File: src/design/phdt_pkg.sv
package phdt_pkg;

   // table geometry
   localparam int SLOTS         = 64;
   localparam int POINTS        = 5;
   localparam int OWNER_BITS    = 16;
   localparam int PRIORITY_BITS = 16;
   localparam int POINT_BITS    = 3;
   localparam int CMD_BITS      = 2;
   localparam int STATUS_BITS   = 3;
   localparam int COUNT_BITS    = 7;
   localparam int COUNT_MAX     = 127;

   localparam int SLOT_IDX_BITS = $clog2(SLOTS);
   localparam int CNT_BITS      = $clog2(SLOTS + 1);

   // request commands
   localparam logic [CMD_BITS-1:0] CMD_REGISTER   = 2'd0;
   localparam logic [CMD_BITS-1:0] CMD_UNREGISTER = 2'd1;
   localparam logic [CMD_BITS-1:0] CMD_FIRE       = 2'd2;
   localparam logic [CMD_BITS-1:0] CMD_COUNT      = 2'd3;

   // response status codes
   localparam logic [STATUS_BITS-1:0] ST_OK       = 3'd0;
   localparam logic [STATUS_BITS-1:0] ST_DUP      = 3'd1;
   localparam logic [STATUS_BITS-1:0] ST_FULL     = 3'd2;
   localparam logic [STATUS_BITS-1:0] ST_NOTFOUND = 3'd3;
   localparam logic [STATUS_BITS-1:0] ST_INVALID  = 3'd4;
   localparam logic [STATUS_BITS-1:0] ST_NONE     = 3'd5;

   typedef struct packed {
      logic [OWNER_BITS-1:0]           owner;
      logic [POINT_BITS-1:0]           point;
      logic signed [PRIORITY_BITS-1:0] prio;
   } entry_type;

   // controller to datapath
   typedef struct packed {
      logic load;
      logic start;
      logic push;
   } ctl_type;

   // datapath to controller
   typedef struct packed {
      logic point_bad;
      logic scan_done;
      logic out_free;
      logic res_last;
   } stat_type;

endpackage

File: src/design/phdt_dpath.sv
module phdt_dpath import phdt_pkg::*; (
   input  logic                            clock,
   input  logic                            reset,
   input  ctl_type                         ctl,
   output stat_type                        stat,
   input  logic [CMD_BITS-1:0]             req_command,
   input  logic [OWNER_BITS-1:0]           req_owner_id,
   input  logic [POINT_BITS-1:0]           req_hook_point,
   input  logic signed [PRIORITY_BITS-1:0] req_priority_in,
   output logic                            rsp_valid,
   input  logic                            rsp_stall,
   output logic [STATUS_BITS-1:0]          rsp_status,
   output logic [OWNER_BITS-1:0]           rsp_owner_out,
   output logic [COUNT_BITS-1:0]           rsp_count_out,
   output logic                            rsp_last
);

   // latched request
   logic [CMD_BITS-1:0]             cmd_ff;
   logic [OWNER_BITS-1:0]           owner_ff;
   logic [POINT_BITS-1:0]           point_ff;
   logic signed [PRIORITY_BITS-1:0] prio_ff;
   logic                            bad_ff;

   // table storage
   entry_type          mem [SLOTS];
   entry_type          rd_data_ff;
   logic [SLOTS-1:0]   valid_ff;
   logic [SLOTS-1:0]   done_ff;

   // scan pipeline
   logic                     issuing_ff;
   logic [SLOT_IDX_BITS-1:0] idx_ff;
   logic                     rd_vld_ff;
   logic [SLOT_IDX_BITS-1:0] rd_idx_ff;

   // accumulators
   logic                            free_found_ff;
   logic [SLOT_IDX_BITS-1:0]        free_idx_ff;
   logic                            dup_ff;
   logic                            removed_ff;
   logic [CNT_BITS-1:0]             cnt_ff;
   logic                            best_found_ff;
   logic [SLOT_IDX_BITS-1:0]        best_idx_ff;
   logic signed [PRIORITY_BITS-1:0] best_prio_ff;
   logic [OWNER_BITS-1:0]           best_owner_ff;

   // output stage
   logic                   out_valid_ff;
   logic [STATUS_BITS-1:0] out_status_ff;
   logic [OWNER_BITS-1:0]  out_owner_ff;
   logic [COUNT_BITS-1:0]  out_count_ff;
   logic                   out_last_ff;

   logic                   cur_valid;
   logic                   pt_hit;
   logic                   own_hit;
   logic                   elig;
   logic                   better;
   logic                   free_hit;
   logic [STATUS_BITS-1:0] res_status;
   logic [OWNER_BITS-1:0]  res_owner;
   logic [COUNT_BITS-1:0]  res_count;
   logic                   res_last;
   logic                   wr_en;
   logic                   mark;
   logic                   last_slot;

   // per-slot evaluation on registered read data
   assign cur_valid = valid_ff[rd_idx_ff];
   assign pt_hit    = rd_vld_ff && cur_valid && (rd_data_ff.point == point_ff);
   assign own_hit   = pt_hit && (rd_data_ff.owner == owner_ff);
   assign elig      = pt_hit && !done_ff[rd_idx_ff];
   assign better    = elig && (!best_found_ff ||
                      ($signed(rd_data_ff.prio) > $signed(best_prio_ff)));
   assign free_hit  = rd_vld_ff && !cur_valid && !free_found_ff;
   assign last_slot = (idx_ff == SLOT_IDX_BITS'(SLOTS - 1));

   always_comb begin
      res_status = ST_OK;
      res_owner  = '0;
      res_count  = '0;
      res_last   = 1'b1;
      if (bad_ff) begin
         res_status = ST_INVALID;
      end else begin
         unique case (cmd_ff)
            CMD_REGISTER: begin
               if (dup_ff)              res_status = ST_DUP;
               else if (!free_found_ff) res_status = ST_FULL;
            end
            CMD_UNREGISTER: begin
               if (!removed_ff) res_status = ST_NOTFOUND;
            end
            CMD_COUNT: begin
               res_count = (32'(cnt_ff) > COUNT_MAX) ? COUNT_BITS'(COUNT_MAX)
                                                      : COUNT_BITS'(cnt_ff);
            end
            CMD_FIRE: begin
               if (cnt_ff == '0) begin
                  res_status = ST_NONE;
               end else begin
                  res_owner = best_owner_ff;
                  res_last  = (cnt_ff == CNT_BITS'(1));
               end
            end
            default: res_status = ST_OK;
         endcase
      end
   end

   assign wr_en = ctl.push && !bad_ff && (cmd_ff == CMD_REGISTER) && (res_status == ST_OK);
   assign mark  = ctl.push && !bad_ff && (cmd_ff == CMD_FIRE) && !res_last;

   assign stat.point_bad = ({1'b0, req_hook_point} >= (POINT_BITS + 1)'(POINTS));
   assign stat.scan_done = rd_vld_ff && (rd_idx_ff == SLOT_IDX_BITS'(SLOTS - 1));
   assign stat.out_free  = !out_valid_ff || !rsp_stall;
   assign stat.res_last  = res_last;

   always_ff @(posedge clock) begin
      if (ctl.load) begin
         cmd_ff   <= req_command;
         owner_ff <= req_owner_id;
         point_ff <= req_hook_point;
         prio_ff  <= req_priority_in;
         bad_ff   <= stat.point_bad;
      end
   end

   // entry memory, one write and one registered read per cycle
   always_ff @(posedge clock) begin
      if (wr_en) begin
         mem[free_idx_ff] <= '{owner: owner_ff, point: point_ff, prio: prio_ff};
      end
      if (issuing_ff) begin
         rd_data_ff <= mem[idx_ff];
      end
   end

   always_ff @(posedge clock) begin
      if (reset) begin
         valid_ff <= '0;
      end else begin
         if (own_hit && (cmd_ff == CMD_UNREGISTER)) valid_ff[rd_idx_ff] <= 1'b0;
         if (wr_en) valid_ff[free_idx_ff] <= 1'b1;
      end
   end

   always_ff @(posedge clock) begin
      if (reset) begin
         done_ff <= '0;
      end else if (ctl.load) begin
         done_ff <= '0;
      end else if (mark) begin
         done_ff[best_idx_ff] <= 1'b1;
      end
   end

   always_ff @(posedge clock) begin
      if (reset) begin
         issuing_ff <= 1'b0;
         idx_ff     <= '0;
         rd_vld_ff  <= 1'b0;
         rd_idx_ff  <= '0;
      end else begin
         rd_vld_ff <= issuing_ff;
         rd_idx_ff <= idx_ff;
         if (ctl.start) begin
            issuing_ff <= 1'b1;
            idx_ff     <= '0;
         end else if (issuing_ff) begin
            idx_ff <= idx_ff + 1'b1;
            if (last_slot) issuing_ff <= 1'b0;
         end
      end
   end

   always_ff @(posedge clock) begin
      if (ctl.start) begin
         free_found_ff <= 1'b0;
         dup_ff        <= 1'b0;
         removed_ff    <= 1'b0;
         cnt_ff        <= '0;
         best_found_ff <= 1'b0;
      end else begin
         if (free_hit) begin
            free_found_ff <= 1'b1;
            free_idx_ff   <= rd_idx_ff;
         end
         if (own_hit) begin
            dup_ff     <= 1'b1;
            removed_ff <= 1'b1;
         end
         if (elig) cnt_ff <= cnt_ff + 1'b1;
         if (better) begin
            best_found_ff <= 1'b1;
            best_idx_ff   <= rd_idx_ff;
            best_prio_ff  <= rd_data_ff.prio;
            best_owner_ff <= rd_data_ff.owner;
         end
      end
   end

   always_ff @(posedge clock) begin
      if (reset) begin
         out_valid_ff <= 1'b0;
      end else if (ctl.push) begin
         out_valid_ff <= 1'b1;
      end else if (!rsp_stall) begin
         out_valid_ff <= 1'b0;
      end
   end

   always_ff @(posedge clock) begin
      if (ctl.push) begin
         out_status_ff <= res_status;
         out_owner_ff  <= res_owner;
         out_count_ff  <= res_count;
         out_last_ff   <= res_last;
      end
   end

   assign rsp_valid     = out_valid_ff;
   assign rsp_status    = out_status_ff;
   assign rsp_owner_out = out_owner_ff;
   assign rsp_count_out = out_count_ff;
   assign rsp_last      = out_last_ff;

endmodule

File: src/design/phdt_ctrl.sv
module phdt_ctrl import phdt_pkg::*; (
   input  logic     clock,
   input  logic     reset,
   input  logic     req_valid,
   output logic     req_stall,
   input  stat_type stat,
   output ctl_type  ctl
);

   localparam logic [1:0] S_IDLE = 2'd0;
   localparam logic [1:0] S_SCAN = 2'd1;
   localparam logic [1:0] S_PUSH = 2'd2;

   logic [1:0] state_ff;
   logic [1:0] state_in;

   always_comb begin
      state_in  = state_ff;
      ctl.load  = 1'b0;
      ctl.start = 1'b0;
      ctl.push  = 1'b0;
      unique case (state_ff)
         S_IDLE: begin
            if (req_valid) begin
               ctl.load = 1'b1;
               if (stat.point_bad) begin
                  state_in = S_PUSH;
               end else begin
                  ctl.start = 1'b1;
                  state_in  = S_SCAN;
               end
            end
         end
         S_SCAN: begin
            if (stat.scan_done) state_in = S_PUSH;
         end
         S_PUSH: begin
            if (stat.out_free) begin
               ctl.push = 1'b1;
               if (stat.res_last) begin
                  state_in = S_IDLE;
               end else begin
                  ctl.start = 1'b1;
                  state_in  = S_SCAN;
               end
            end
         end
         default: state_in = S_IDLE;
      endcase
   end

   always_ff @(posedge clock) begin
      if (reset) begin
         state_ff <= S_IDLE;
      end else begin
         state_ff <= state_in;
      end
   end

   assign req_stall = (state_ff != S_IDLE);

endmodule

File: src/design/priority_hook_dispatch_table_top.sv
// hook dispatch table with SLOTS handler entries (owner, hook point, signed priority).
// one request is taken at a time; every command other than an invalid hook point
// walks the whole entry memory, one slot per cycle through its single registered read
// port, and register, unregister and count respond once the walk is done; an invalid
// hook point skips the walk and goes straight to its response.
// fire makes one pass over the table per response, each response emitted in
// descending priority with the lower slot winning ties and the final one marked by
// rsp_last. the finished response sits in an output register, so a new request is
// taken while it waits. the table is empty after reset with no clearing pass.
module priority_hook_dispatch_table_top import phdt_pkg::*; (
   input  logic                            clock,
   input  logic                            reset,
   // request channel
   input  logic                            req_valid,
   output logic                            req_stall,
   input  logic [CMD_BITS-1:0]             req_command,
   input  logic [OWNER_BITS-1:0]           req_owner_id,
   input  logic [POINT_BITS-1:0]           req_hook_point,
   input  logic signed [PRIORITY_BITS-1:0] req_priority_in,
   // response channel
   output logic                            rsp_valid,
   input  logic                            rsp_stall,
   output logic [STATUS_BITS-1:0]          rsp_status,
   output logic [OWNER_BITS-1:0]           rsp_owner_out,
   output logic [COUNT_BITS-1:0]           rsp_count_out,
   output logic                            rsp_last
);

   // commands and status between sequencer and table datapath
   ctl_type  ctl;
   stat_type stat;

   // sequencer: idle, scan, push of one response
   phdt_ctrl u_ctrl (
      .clock     (clock),
      .reset     (reset),
      .req_valid (req_valid),
      .req_stall (req_stall),
      .stat      (stat),
      .ctl       (ctl)
   );

   // table memory, scan accumulators and output register
   phdt_dpath u_dpath (
      .clock           (clock),
      .reset           (reset),
      .ctl             (ctl),
      .stat            (stat),
      .req_command     (req_command),
      .req_owner_id    (req_owner_id),
      .req_hook_point  (req_hook_point),
      .req_priority_in (req_priority_in),
      .rsp_valid       (rsp_valid),
      .rsp_stall       (rsp_stall),
      .rsp_status      (rsp_status),
      .rsp_owner_out   (rsp_owner_out),
      .rsp_count_out   (rsp_count_out),
      .rsp_last        (rsp_last)
   );

   // a taken request makes the block busy on the next cycle
   a_busy_after_req: assert property (@(posedge clock) disable iff (reset)
      (req_valid && !req_stall) |=> req_stall)
      else $error("request taken while block stays free");

   // a response is only loaded when the output register can take it
   a_push_when_free: assert property (@(posedge clock) disable iff (reset)
      ctl.push |-> (!rsp_valid || !rsp_stall))
      else $error("response overwritten in output register");

   // only fire produces responses that are not final, and they are always ok
   a_not_last_ok: assert property (@(posedge clock) disable iff (reset)
      (rsp_valid && !rsp_last) |-> (rsp_status == ST_OK && rsp_count_out == '0))
      else $error("non-final response with bad status or count");

   // a count or an owner never travels with an error status
   a_err_clean: assert property (@(posedge clock) disable iff (reset)
      (rsp_valid && rsp_status != ST_OK) |-> (rsp_owner_out == '0 && rsp_count_out == '0))
      else $error("error response carries payload");

endmodule

File: config.mk
export PLATFORM = sky130hd
export DESIGN_NAME = priority_hook_dispatch_table_top
export DESIGN_NICKNAME = d
export VERILOG_FILES = /design/src/design/phdt_pkg.sv /design/src/design/phdt_dpath.sv /design/src/design/phdt_ctrl.sv /design/src/design/priority_hook_dispatch_table_top.sv
export SDC_FILE = /design/constraint.sdc
export NUM_CORES = 2
export LEC_CHECK = 0
export BUFFER_PORTS_ARGS = -buffer_cell sky130_fd_sc_hd__buf_4
export CELL_PAD_IN_SITES_DETAIL_PLACEMENT = 2
export CELL_PAD_IN_SITES_GLOBAL_PLACEMENT = 2
export CORE_MARGIN = 2
export CORE_UTILIZATION = 51
export DETAILED_ROUTE_END_ITERATION = 10
export PLACE_DENSITY_LB_ADDON = 0.1
export SLEW_MARGIN = 0
export SYNTH_ARGS = -nofsm -noshare
export SYNTH_HDL_FRONTEND = slang
export SYNTH_SLANG_ARGS = --single-unit
export TNS_END_PERCENT = 100
File: constraint.sdc
create_clock -name clock -period 7.5 [get_ports clock]
set_clock_uncertainty 0.1 [all_clocks]
set_input_delay 1.5 -clock clock [delete_from_list [all_inputs] [get_ports clock]]
set_output_delay 1.5 -clock clock [all_outputs]
set_load 0.03 [all_outputs]
==> results of run 1 <==
[stage by stage]
| step | cells | instance area [um^2] | worst slack, ns | hold WS (ns) |
|---|---|---|---|---|
| after floorplan | 4327 | 97300 | 0.780 | 0.326 |
| after global placement | 6765 | 101000 | 1.99 | 0.339 |
[synthesized netlist by cell type, drive strengths merged, types with 20 or more instances]
library cell	n	share of area, %
nor2b	23	0.15
ha	20	0.26
buf	68	0.31
a21oi	143	0.74
and2	32	0.21
xor2	20	0.18
a311oi	64	0.58
inv	73	0.28
nand2	85	0.33
clkbuf	181	0.70
mux4	759	18
edfxtp	2384	74
dfxtp	155	3.2
nor2	128	0.49
[kinds of logic after synthesis]
logic type	Yosys count
AO/OA/AOI/OAI	263
adder cells (fa/ha/maj)	20
AND/OR/NAND/NOR	383
buffers and inverters	323
XOR/XNOR	25
flip-flops	2539
multiplexers	774
==> qor.csv, run 1 <==
metric,value,unit
Ports,70,
compound-cell area share of the yosys netlist,1.75,%
Post-DP HPWL,208,mm
Post-Synth Adder-Cell Area,0.257,%
Port Buf Inserts,69,
syn avg cell area,22.5,um^2
Ys Warns,0,
cell row count,160,
synthesized net count,4388,
main combinational cell family by area after synthesis,multiplexers,
die span in x,441,um
number of synthesized flops with an enable pin,2384,
die height,441,um
ys async rst share,0,%
Mapped Cells,4327,
"Distinct cells, synth",65,
simple-gate share of the synthesized area,1.99,%
#FFs+latches synth,2539,
status,aborted with a tool error,
Synth Flop Type,edfxtp_1,
gpl congestion,0.774,
Synth Area in XOR/XNOR,0.225,%
multiplexer area fraction after synthesis,17.8,%
stage reached,3_5_place_dp,
First Err,[ERROR DPL-0033] detailed placement checks failed during check placement.,
sequential fraction of the synthesis area,76.7,%
Initial Utilization,51.2,%
Post-Syn Area,97300,um^2
==> run 2: changes to the inputs <==
- CELL_PAD_IN_SITES_DETAIL_PLACEMENT: 2 -> unset
- CELL_PAD_IN_SITES_GLOBAL_PLACEMENT: 2 -> unset
- CORE_UTILIZATION: 51 -> 40
- PLACE_DENSITY_LB_ADDON: 0.1 -> 0.15
==> run 2 against run 1 <==
The flow now finishes without violations. Synthesized cell count did not move. Area after synthesis did not move.
==> qor.csv, run 2 <==
metric,value,unit,change
VDD IR max,0.000194,V,
fraction of layout cells with a size suffix above 1,29.2,%,
Ports,70,,unchanged
Initial Utilization,40.1,%,was 51.2%
vias in the first global route,45200,,
die span in x,497,um,was 441 um
Post-DP HPWL,158,mm,was 208 mm
RSZ-0062 raised after global routing,no,,
CP cell instances,buf_4 > nor2b_1 > a22o_1 > a2111oi_0 > a2111oi_0 > nor4_2 > nand3_1 > a31oi_4 > buf_4,,
Final Core Density,45.6,%,
clk_lat worst skew,0.93,ns,
"Distinct cells, synth",65,,unchanged
CTS buffer count,283,,
Synth Flop Type,edfxtp_1,,unchanged
Pre-antenna DRT Iters,5,,
Max-slew headroom,13.2,%,
vias per inst,5.75,,
Post-Syn Area,97300,um^2,unchanged
Sink Count,2539,,
most frequent cell after synthesis,edfxtp_1,,unchanged
Peak Freq,194,MHz,
DRT iter0 DRCs,5326,,
gpl congestion,0.837,,was 0.774
RR Startpoint,u_dpath.rd_idx_ff[0],,
Synth top cells by count,"edfxtp_1 (2384), mux4_2 (752), clkbuf_1 (180)",,unchanged
largest registers,"u_dpath.mem: 2240 flops, u_dpath.done_ff: 64 flops, u_dpath.valid_ff: 64 flops",,
drt total wl,260,mm,
die footprint,247000,um^2,
status,completed,,was aborted with a tool error
number of synthesized flops with an enable pin,2384,,unchanged
sequential fraction of the synthesis area,76.7,%,unchanged
final setup fails,0,,
Startpoint Class,register,,
crit end category,register,,
routed vias,45800,,
"most common cell after layout, fill and taps aside",edfxtp_1,,
Power Dens Cells,276,nW/um^2,
CP arrival,5.63,ns,
post-CTS setup buffers,0,,
Final Slew Violations,0,,
Storage cell area,74700,um^2,
Worst Hold End,u_dpath.best_prio_ff[0],,
cell row count,181,,was 160
#FFs+latches synth,2539,,unchanged
Worst Path Max Fanout,31,,
post-synth top area share,73.5,%,unchanged
routed len/inst,32.7,um,
period utilisation layout,68.7,%,
Ys Warns,0,,unchanged
multi-input logic area,21500,um^2,
largest net degree at the start of global routing,133,,
critical path's largest stage delay,0.97,ns,
Mapped Cells,4327,,unchanged
first-pass GRT wire length,364,mm,
initial antenna violation count,33,,
Hold Fails Final Rpt,0,,
Final TNS setup,0,ns,
syn avg cell area,22.5,um^2,unchanged
H-tree Lvls,5,,
hold_buf cts,0,,
Hold Crit Start,u_dpath.rd_data_ff[0],,
Critical Path RT,7.98,ns,
Hold Path Class,register to register,,
Worst Tran Pin Value,1.29,ns,
CTS Buffer Depth,4,,
largest area contributor in the netlist,edfxtp_1,,unchanged
"Remaining Overflow, GRT",0,,
CORE AREA,243000,um^2,
RR Endpoint,u_dpath.best_prio_ff[7],,
final worst setup slack,2.35,ns,
worst hold path depth,0,,
ys async rst share,0,%,unchanged
synthesized net count,4388,,unchanged
remaining routing DRC violations,0,,
critical path type,register to register,,
R2R depth,9,,
Pleak,0.0334,uW,
Top reg by flops,u_dpath.mem,,
CTS tree,done,,
die height,497,um,was 441 um
cts repair resizes,0,,
CTS Root Cell,clkbuf_16,,
pre-CTS worst setup slack,2.12,ns,
"Slowest-stage cell, CP",a31oi_4,,
"commonest non-fill, non-tap cells in the layout","edfxtp_1 (2384), mux4_2 (752), clkbuf_16 (293)",,
fin crit period,5.15,ns,
post-route ant nets,0,,
"top cells by area, synth","edfxtp_1 (74%), mux4_2 (17%), dfxtp_1 (3.2%)",,unchanged
clk slew on worst S/H paths,0.06,ns,
Port Buf Inserts,69,,unchanged
aggregate global-route resource usage,20.8,%,
number of flip-flops in the largest register,2240,,
Worst R2R Setup Slack,2.35,ns,
Max Cap Viol,0,,
number of fill cells,20100,,
Final #Nets,4602,,
P&R area growth vs syn,13.6,%,
## run 2: area by class of cell
class / instances / share of cell area (%)
Antenna cell: 7 / 0.0158
Multi-Input combinational cell: 1465 / 19.5
Clock inverter: 123 / 0.783
Inverter: 74 / 0.251
Timing Repair Buffer: 178 / 1.34
Clock buffer: 363 / 6.93
Tap cell: 3202 / 3.62
Sequential cell: 2539 / 67.6
## run 2: worst max-delay path by stage
stage / start / endpoint / cells after the start / slack [ns]
after floorplan: rsp_stall / u_dpath.mem[40][0] / 7 / 0.78
after global placement: u_dpath.rd_idx_ff[0] / u_dpath.best_prio_ff[5] / 9 / 1.75
after detailed placement: rsp_stall / u_dpath.mem[52][9] / 10 / 2.12
after CTS: u_dpath.rd_idx_ff[1] / u_dpath.best_prio_ff[7] / 9 / 2.23
after global routing: u_dpath.rd_idx_ff[0] / u_dpath.best_prio_ff[7] / 9 / 1.93
final: u_dpath.rd_idx_ff[0] / u_dpath.best_prio_ff[7] / 9 / 2.35
## run 2: cells by family after synthesis
logic type               share of synthesized area [%]
flip-flops                                        76.7
multiplexers                                      17.8
AND/OR/NAND/NOR                                   1.99
buffers and inverters                             1.29
AO/OA/AOI/OAI                                     1.75
XOR/XNOR                                         0.225
adder cells (fa/ha/maj)                          0.257
## run 2: metal layers
metal | vias to the layer above | share of wire (%) | GRT usage, %
li1 | 18800 | - | -
met3 | 359 | 7.0 | 4.16
met2 | 1602 | 46 | 31.6
met4 | 6 | 2.1 | 4.78
met1 | 25000 | 45 | 31.2
met5 | - | 0.013 | 0
## run 2: per-stage QoR
stage	hold WS (ns)	std cells	total power, uW	cell area (um^2)
finish	0.354	7951	30500	111000
global route	0.368	7945	31400	111000
CTS	0.355	7943	30800	111000
detailed placement	0.342	7457	17900	102000
global placement	0.335	7457	17900	102000
floorplan	0.326	4327	17100	97300
## run 2: worst max-delay path: cells and delay by family, from the launching register on
family / cells / cell delay [ns]
buf+inv: 2 / 0.88
compound gates: 4 / 1.93
flops: 1 / 0.59
simple gates: 3 / 1.24
## run 2: power by group
part	internal, uW	total, uW	switching, uW
Combinational	599	1750	1150
Sequential	15700	15800	58.4
Clock	7560	13000	5430
Total	23900	30500	6640
(Power assumes the default switching activity.)
